==> src/hw/rtl/tls_alpn_list_joiner_macros.svh <==
// ---------------------------------------------------------------------------
// tls_alpn_list_joiner_macros.svh
// Assertion helpers shared by the ALPN list joiner RTL.
// ---------------------------------------------------------------------------
`ifndef TLS_ALPN_LIST_JOINER_MACROS_SVH
`define TLS_ALPN_LIST_JOINER_MACROS_SVH

// Check an implication in the same cycle, outside reset.
`define TAJ_ASSERT_IMP(label, ante, cons, msg) \
  label: assert property (@(posedge clk) disable iff (rst) (ante) |-> (cons)) \
    else $error(msg);

// Check an implication in the following cycle, outside reset.
`define TAJ_ASSERT_NEXT(label, ante, cons, msg) \
  label: assert property (@(posedge clk) disable iff (rst) (ante) |=> (cons)) \
    else $error(msg);

`endif

==> src/hw/rtl/tlsaj_pkg.sv <==
// ---------------------------------------------------------------------------
// tlsaj_pkg
// Types and constants of the ALPN list joiner.
// ---------------------------------------------------------------------------
package tlsaj_pkg;

  // Separator placed between consecutive protocol names
  localparam logic [7:0] SEP_CHAR = 8'h3B;
  // Bytes taken by the list length field
  localparam logic [16:0] LEN_FIELD_BYTES = 17'd2;
  // Capacity after reset
  localparam logic [15:0] CAPACITY_RESET = 16'd255;

  // One byte of the extension body
  typedef struct packed {
    logic [7:0]  data_byte;
    logic        first_byte;
    logic [15:0] avail_len;
    logic        last_byte;
  } in_item_t;

  // One result: a character or the final count
  typedef struct packed {
    logic [7:0]  out_char;
    logic        is_final;
    logic [15:0] written_len;
  } out_item_t;

  // Parser phase
  typedef enum logic [3:0] {
    PH_HIGH = 4'b0001,
    PH_LOW  = 4'b0010,
    PH_LEN  = 4'b0100,
    PH_NAME = 4'b1000
  } phase_t;

endpackage

==> src/hw/rtl/tls_alpn_list_joiner.sv <==
// Path: an accepted byte is held in the input register, then its results enter the queue.
// Throughput: one byte per cycle while each byte yields at most one result and the
// queue holds at most two; the output moves one result per cycle while res_ready
// is high, so bytes that yield two (separator or character plus final) can stall input.
// Reset: synchronous; clears parser state and the result queue, capacity = 255.
// ---------------------------------------------------------------------------
// tls_alpn_list_joiner
// Parses a TLS ALPN extension body byte by byte and streams the protocol
// names joined by ';', then a final item with the written length.
// ---------------------------------------------------------------------------
module tls_alpn_list_joiner (
  input  logic                clk,
  input  logic                rst,
  input  logic                byte_valid,
  output logic                byte_ready,
  input  tlsaj_pkg::in_item_t byte_item,
  output logic                res_valid,
  input  logic                res_ready,
  output tlsaj_pkg::out_item_t res_item,
  input  logic                cfg_wr_en,
  input  logic [15:0]         cfg_wr_data
);
  import tlsaj_pkg::*;

  // Input register
  logic     hold_valid;
  in_item_t hold;
  logic     adv;

  // Parser state
  phase_t      phase, phase_next;
  logic [16:0] list_end, list_end_next;
  logic [16:0] position, position_next;
  logic [7:0]  entry_left, entry_left_next;
  logic [15:0] written, written_next;
  logic        stopped, stopped_next;
  logic [15:0] capacity;

  // Result queue
  out_item_t   fifo [4];
  logic [1:0]  wptr, rptr;
  logic [2:0]  cnt;
  logic [1:0]  push_n;
  logic        pop;
  out_item_t   ent0, ent1;

  // Item processing
  phase_t      ph;
  logic [16:0] le, pos;
  logic [7:0]  el;
  logic [15:0] wr;
  logic        stp;
  logic [16:0] len_sum;
  logic [16:0] pos_inc;
  logic [17:0] end_chk;
  logic [17:0] room_chk;
  logic        char_ok;
  logic [7:0]  char_val;

  assign adv        = hold_valid && (cnt <= 3'd2);
  assign byte_ready = !hold_valid || adv;

  // Hold the accepted byte until the queue has room for two results
  always_ff @(posedge clk) begin
    if (rst) begin
      hold_valid <= 1'b0;
    end else if (byte_ready) begin
      hold_valid <= byte_valid;
    end
  end

  always_ff @(posedge clk) begin
    if (byte_valid && byte_ready) begin
      hold <= byte_item;
    end
  end

  // Capacity register
  always_ff @(posedge clk) begin
    if (rst) begin
      capacity <= CAPACITY_RESET;
    end else if (cfg_wr_en) begin
      capacity <= cfg_wr_data;
    end
  end

  // Advance the parser by one byte
  always_comb begin
    ph  = hold.first_byte ? PH_HIGH : phase;
    le  = hold.first_byte ? {1'b0, hold.avail_len} : list_end;
    pos = hold.first_byte ? 17'd0 : position;
    el  = hold.first_byte ? 8'd0 : entry_left;
    wr  = hold.first_byte ? 16'd0 : written;
    stp = hold.first_byte ? 1'b0 : stopped;

    len_sum  = {1'b0, el, hold.data_byte} + LEN_FIELD_BYTES;
    pos_inc  = pos + 17'd1;
    end_chk  = {1'b0, pos_inc} + {10'd0, hold.data_byte};
    room_chk = {2'd0, wr} + {10'd0, hold.data_byte} + 18'd2;

    phase_next      = ph;
    list_end_next   = le;
    position_next   = pos;
    entry_left_next = el;
    written_next    = wr;
    stopped_next    = stp;
    char_ok         = 1'b0;
    char_val        = hold.data_byte;

    if (!stp) begin
      unique case (ph)
        PH_HIGH: begin
          if (hold.first_byte) begin
            entry_left_next = hold.data_byte;
            position_next   = 17'd1;
            phase_next      = PH_LOW;
          end
        end
        PH_LOW: begin
          if (len_sum > le) begin
            stopped_next = 1'b1;
          end else begin
            list_end_next   = len_sum;
            position_next   = 17'd2;
            entry_left_next = 8'd0;
            phase_next      = PH_LEN;
          end
        end
        PH_LEN: begin
          if (pos_inc < le) begin
            if (end_chk > {1'b0, le} || room_chk >= {2'd0, capacity}) begin
              stopped_next = 1'b1;
            end else begin
              if (wr != 16'd0) begin
                char_ok      = 1'b1;
                char_val     = SEP_CHAR;
                written_next = wr + 16'd1;
              end
              position_next = pos_inc;
              if (hold.data_byte != 8'd0) begin
                entry_left_next = hold.data_byte;
                phase_next      = PH_NAME;
              end
            end
          end else begin
            stopped_next = 1'b1;
          end
        end
        PH_NAME: begin
          char_ok         = 1'b1;
          written_next    = wr + 16'd1;
          position_next   = pos_inc;
          entry_left_next = el - 8'd1;
          if (el == 8'd1) begin
            phase_next = PH_LEN;
          end
        end
        default: begin
          stopped_next = stp;
        end
      endcase
    end

    // Close the body on the last byte
    if (hold.last_byte) begin
      phase_next      = PH_HIGH;
      stopped_next    = 1'b0;
      entry_left_next = 8'd0;
      position_next   = 17'd0;
    end

    ent0 = '{out_char: char_val, is_final: 1'b0, written_len: 16'd0};
    ent1 = '{out_char: 8'd0, is_final: 1'b1, written_len: written_next};
    if (!char_ok) begin
      ent0 = ent1;
    end
    push_n = adv ? ({1'b0, char_ok} + {1'b0, hold.last_byte}) : 2'd0;
  end

  // Commit parser state when the held byte moves on
  always_ff @(posedge clk) begin
    if (rst) begin
      phase      <= PH_HIGH;
      list_end   <= '0;
      position   <= '0;
      entry_left <= '0;
      written    <= '0;
      stopped    <= 1'b0;
    end else if (adv) begin
      phase      <= phase_next;
      list_end   <= list_end_next;
      position   <= position_next;
      entry_left <= entry_left_next;
      written    <= written_next;
      stopped    <= stopped_next;
    end
  end

  // Result queue: push up to two items, drop one per output handshake
  assign pop       = res_valid && res_ready;
  assign res_valid = (cnt != 3'd0);
  assign res_item  = fifo[rptr];

  always_ff @(posedge clk) begin
    if (push_n != 2'd0) begin
      fifo[wptr] <= ent0;
    end
    if (push_n == 2'd2) begin
      fifo[wptr + 2'd1] <= ent1;
    end
  end

  always_ff @(posedge clk) begin
    if (rst) begin
      wptr <= '0;
      rptr <= '0;
      cnt  <= '0;
    end else begin
      wptr <= wptr + push_n;
      rptr <= rptr + {1'b0, pop};
      cnt  <= cnt + {1'b0, push_n} - {2'd0, pop};
    end
  end

  `include "tls_alpn_list_joiner_macros.svh"

  `TAJ_ASSERT_IMP(a_cnt_bound, 1'b1, cnt <= 3'd4, "result queue over capacity")
  `TAJ_ASSERT_IMP(a_room, push_n != 2'd0, cnt <= 3'd2, "push without room for two items")
  `TAJ_ASSERT_IMP(a_stopped_quiet, adv && stopped && !hold.first_byte && !hold.last_byte,
                  push_n == 2'd0, "character emitted after parsing stopped")
  `TAJ_ASSERT_NEXT(a_cnt_track, 1'b1,
                   cnt == $past(cnt) + {1'b0, $past(push_n)} - {2'd0, $past(pop)},
                   "queue count out of step with pushes and pops")

endmodule

==> config.mk <==
export PLATFORM = sky130hd
export DESIGN_NAME = tls_alpn_list_joiner
export DESIGN_NICKNAME = d
export VERILOG_FILES = /design/src/hw/rtl/tlsaj_pkg.sv /design/src/hw/rtl/tls_alpn_list_joiner.sv
export VERILOG_INCLUDE_DIRS = /design/src /design/src/hw/rtl
export SDC_FILE = /design/constraint.sdc
export NUM_CORES = 1
export LEC_CHECK = 0
export ABC_CLOCK_PERIOD_IN_PS = 23700
export BUFFER_PORTS_ARGS = -buffer_cell sky130_fd_sc_hd__buf_2
export CAP_MARGIN = 0
export CORE_ASPECT_RATIO = 0.5
export CORE_MARGIN = 10
export CORE_UTILIZATION = 40
export CTS_BUF_LIST = sky130_fd_sc_hd__clkbuf_16
export DETAILED_ROUTE_END_ITERATION = 8
export PLACE_DENSITY_LB_ADDON = 0.15
export REMOVE_ABC_BUFFERS = 1
export SYNTH_ARGS = -nofsm -noshare
export SYNTH_HDL_FRONTEND = slang
export SYNTH_SLANG_ARGS = --single-unit
==> constraint.sdc <==
create_clock -name clk -period 23.7 [get_ports clk]
set_input_delay 1.185 -clock clk [delete_from_list [all_inputs] [get_ports clk]]
set_output_delay 1.185 -clock clk [all_outputs]
set_load 0.02 [all_outputs]
==> run summary <==
Clk_skew: 0.01823 ns
Crit path launch type: flop
Gr ovfl total: 0
CP max stage cell: inv_1
Worst EP arrival: 9.53 ns
Initial antenna violation count: 0
Mux cell area share after synthesis: 0.07546
Post-synthesis cell area: 0.01335 mm²
Post-synthesis simple-gate area fraction: 0.1948
Share of the synthesized area in the top cell type: 0.2025
Net count, final: 1645
Max cap viols: 0
Die Area: 0.04152 mm²
Core area: 0.03299 mm²
First-pass GRT wire length: 61940 µm
Endpoints failing hold: 0
Leakage: 5.638 nW
GRT Total Usage: 0.1838
Final worst slack: 14.54 ns
R2r startpoint: hold[17]$_DFFE_PP_
Met1 usage in global routing: 0.2517
GP Congestion: 0.9140
Total Power: 1.017 mW
Max_slew headroom: 0.1716
Tcrit/Tclk final: 0.3865
Main area contributors after synthesis: edfxtp_1 20%, dfxtp_1 18%, ha_1 9.7%, nand2_1 4.6%, nor2_1 4.4%
Pwr Density: 68.75 mW/mm²
Placed cells: 1908
Pre-CTS setup slack: 14.55 ns
Clock sink total: 213
Via density: 5.725
Clock Pin Slew Worst Setup and Hold Paths: 0.07 ns
Diodes inserted: 0
Post-synth EDFFs: 90
DRT Pass-1 Iters: 5
Power share of the clock group: 0.352
Largest area contributor in the netlist: edfxtp_1
Share of layout cells above drive strength 1: 0.1228
CTS H-tree depth: 1
Latest clock arrival within the worst-skew pair: 0.54 ns
Critical Path End Type: flop
Max incr delay on CP: 0.58 ns
Psw: 0.3214 mW
Top-count cell post-synth: nand2_1
Pin count of the biggest net entering global routing: 59
Gate power share: 0.235
Via count: 11150
Grt met2 use: 0.3005
GR peak layer: met2
Most common flop cell mapped by yosys: dfxtp_1
Asr flop ratio synth: 0
Type of the worst min-delay path: flop to flop
Worst R2R Path Depth: 30
PortBufs: 73
Rows: 47
Status: finished, final reports clean
Finish-stage setup viols: 0
Post-synthesis cell count: 1456
WL/cell: 20.14 µm
Final Max Slew Viols: 0
Register area share after synthesis: 0.3870
VDD IR-drop max: 0.00004341 V
Final ANT Viol Nets: 0
Fmax: 109.2 MHz
Hold endpoint: fifo[0][16]$_SDFFE_PP1N_
Synth Area in Compound Gates: 0.1661
WHS Path Cells: 2
Commonest cells in the netlist: 162 x nand2_1, 155 x nor2_1, 123 x dfxtp_1
CP Class: flop to flop
RR Endpoint: fifo[1][9]$_DFFE_PP_
Final std cells w/o fill: 1948
Area share of fa/ha/maj cells after synthesis: 0.1020
Root Buffer: clkbuf_16
RSZ-0062 raised after global routing: false
Largest family of logic cells by synthesized area: simple AND/OR/NAND/NOR gates
Detailed placement HPWL: 28330 µm
Initial Util: 0.4046
CTS tree: done
P_int: 0.6955 mW
Starting DRT DRC Count: 909
CP Data Required Time: 24.06 ns
Worst-Margin Slew: 1.243 ns
Sequential power share: 0.414
Area Growth Syn to Fin: 10.83%
Routed WL: 39230 µm
CTS buffer count: 22
Post-synthesis cell type count: 77
Xor/xnor share of the synthesized area: 0.03543
Post-CTS resize count: 0
Syn_area_per_cell: 9.167 µm²
Sw Share: 0.3161
Hold Path Origin: fifo[0][16]$_SDFFE_PP1N_
Die Y: 149.2 µm
Reg2reg setup slack: 14.54 ns
Worst-path fanout max: 50
Tmin final: 9.161 ns
DR DRC count: 0
Hold_buf cts: 0
CTS max path bufs: 3
Vias in the first global route: 11010
Setup bufs post-CTS: 0
Overall die width: 278.3 µm
Grt met3 use: 0.02998
Synth warn: 0
Yosys reg bits: 213
IO Count: 74
Total Negative Setup Slacks: 0 ns
stage by stage:
step                        util  hold slack, ns  cell area [µm²]
after floorplan                -          0.4185            13050
after global placement    0.4264          0.4286            14070
after detailed placement  0.4264          0.4413            14070
after CTS                 0.4484          0.4509            14790
after global routing      0.4484          0.4707            14790
final                     0.4484          0.4489            14790
layout by cell type (no fill, tap or decap), types with 12 or more instances in the layout:
cell type	n
a211oi_1	18
a21o_1	18
a21oi_1	91
a22o_1	13
and3_1	12
buf_2	73
buf_4	13
clkbuf_16	23
dfxtp_1	123
edfxtp_1	90
ha_1	104
inv_1	62
mux2i_1	32
mux4_2	25
nand2_1	162
nand2b_1	24
nand3_1	37
nand4_1	22
nor2_1	155
nor2b_1	28
nor3_1	36
nor4_1	17
o211ai_1	31
o21ai_0	80
xnor2_1	32
xor2_1	22
power groups by stage:
stage	Clock, mW	Sequential [mW]	Combinational, mW
6_report	0.358	0.421	0.238
2_1_floorplan	0	0.433	0.158
3_5_place_dp	0	0.428	0.240
3_3_place_gp	0	0.427	0.235
4_1_cts	0.366	0.420	0.241
5_1_grt	0.379	0.422	0.267
sequential cells by signal, indices dropped and copies added (netlist names), 4 cells and up:
signal and cells:
capacity 16, fifo 100, position 17, written 16
phase 4, list_end 17, entry_left 8, hold 26
how the worst max path moves through the flow:
stage / cells past startpoint / to / slack (ns) / startpoint
3_5_place_dp: 30 / fifo[1][9]$_DFFE_PP_ / 14.55 / hold[17]$_DFFE_PP_
3_3_place_gp: 30 / fifo[1][0]$_DFFE_PP_ / 15.06 / hold[17]$_DFFE_PP_
4_1_cts: 30 / fifo[1][9]$_DFFE_PP_ / 14.51 / hold[17]$_DFFE_PP_
6_report: 30 / fifo[1][9]$_DFFE_PP_ / 14.54 / hold[17]$_DFFE_PP_
5_1_grt: 30 / fifo[1][12]$_DFFE_PP_ / 13.60 / hold[17]$_DFFE_PP_
2_1_floorplan: 28 / fifo[1][0]$_DFFE_PP_ / 14.19 / hold[17]$_DFFE_PP_
area by class of cell:
cell class                 instances  area, µm²
clock buffer                      23      575.6
clock inverter                    17      150.1
fill                            3166      18200
inverter                          61      229.0
multi-input combinational       1107       7659
sequential                       213       5165
tap                              441      551.8
timing repair buffer              86      462.9
per-layer routing:
| metal | up-vias | wire length [µm] |
|---|---|---|
| li1 | 5399 | - |
| met1 | 5377 | 18610 |
| met2 | 322 | 17670 |
| met3 | 55 | 2173 |
| met4 | 0 | 774 |
| met5 | - | 0 |
critical path, delay by kind of cell, from the launching register on:
kind / cells / cell delay, ns
AOI/OAI and AO/OA: 10 / 3.11
and+or+nand+nor: 8 / 1.82
buffers and inverters: 6 / 1.73
adders and majority gates: 4 / 1.46
xor gates and xnor gates: 2 / 0.47
DFF: 1 / 0.36
logic make-up after synthesis:
family          after synthesis
fa+ha+maj                   107
mux                          68
flops                       213
compound gates              336
xor+xnor                     54
buf+inv                     136
simple gates                542
No activity file was read; power rests on OpenSTA's default activity.
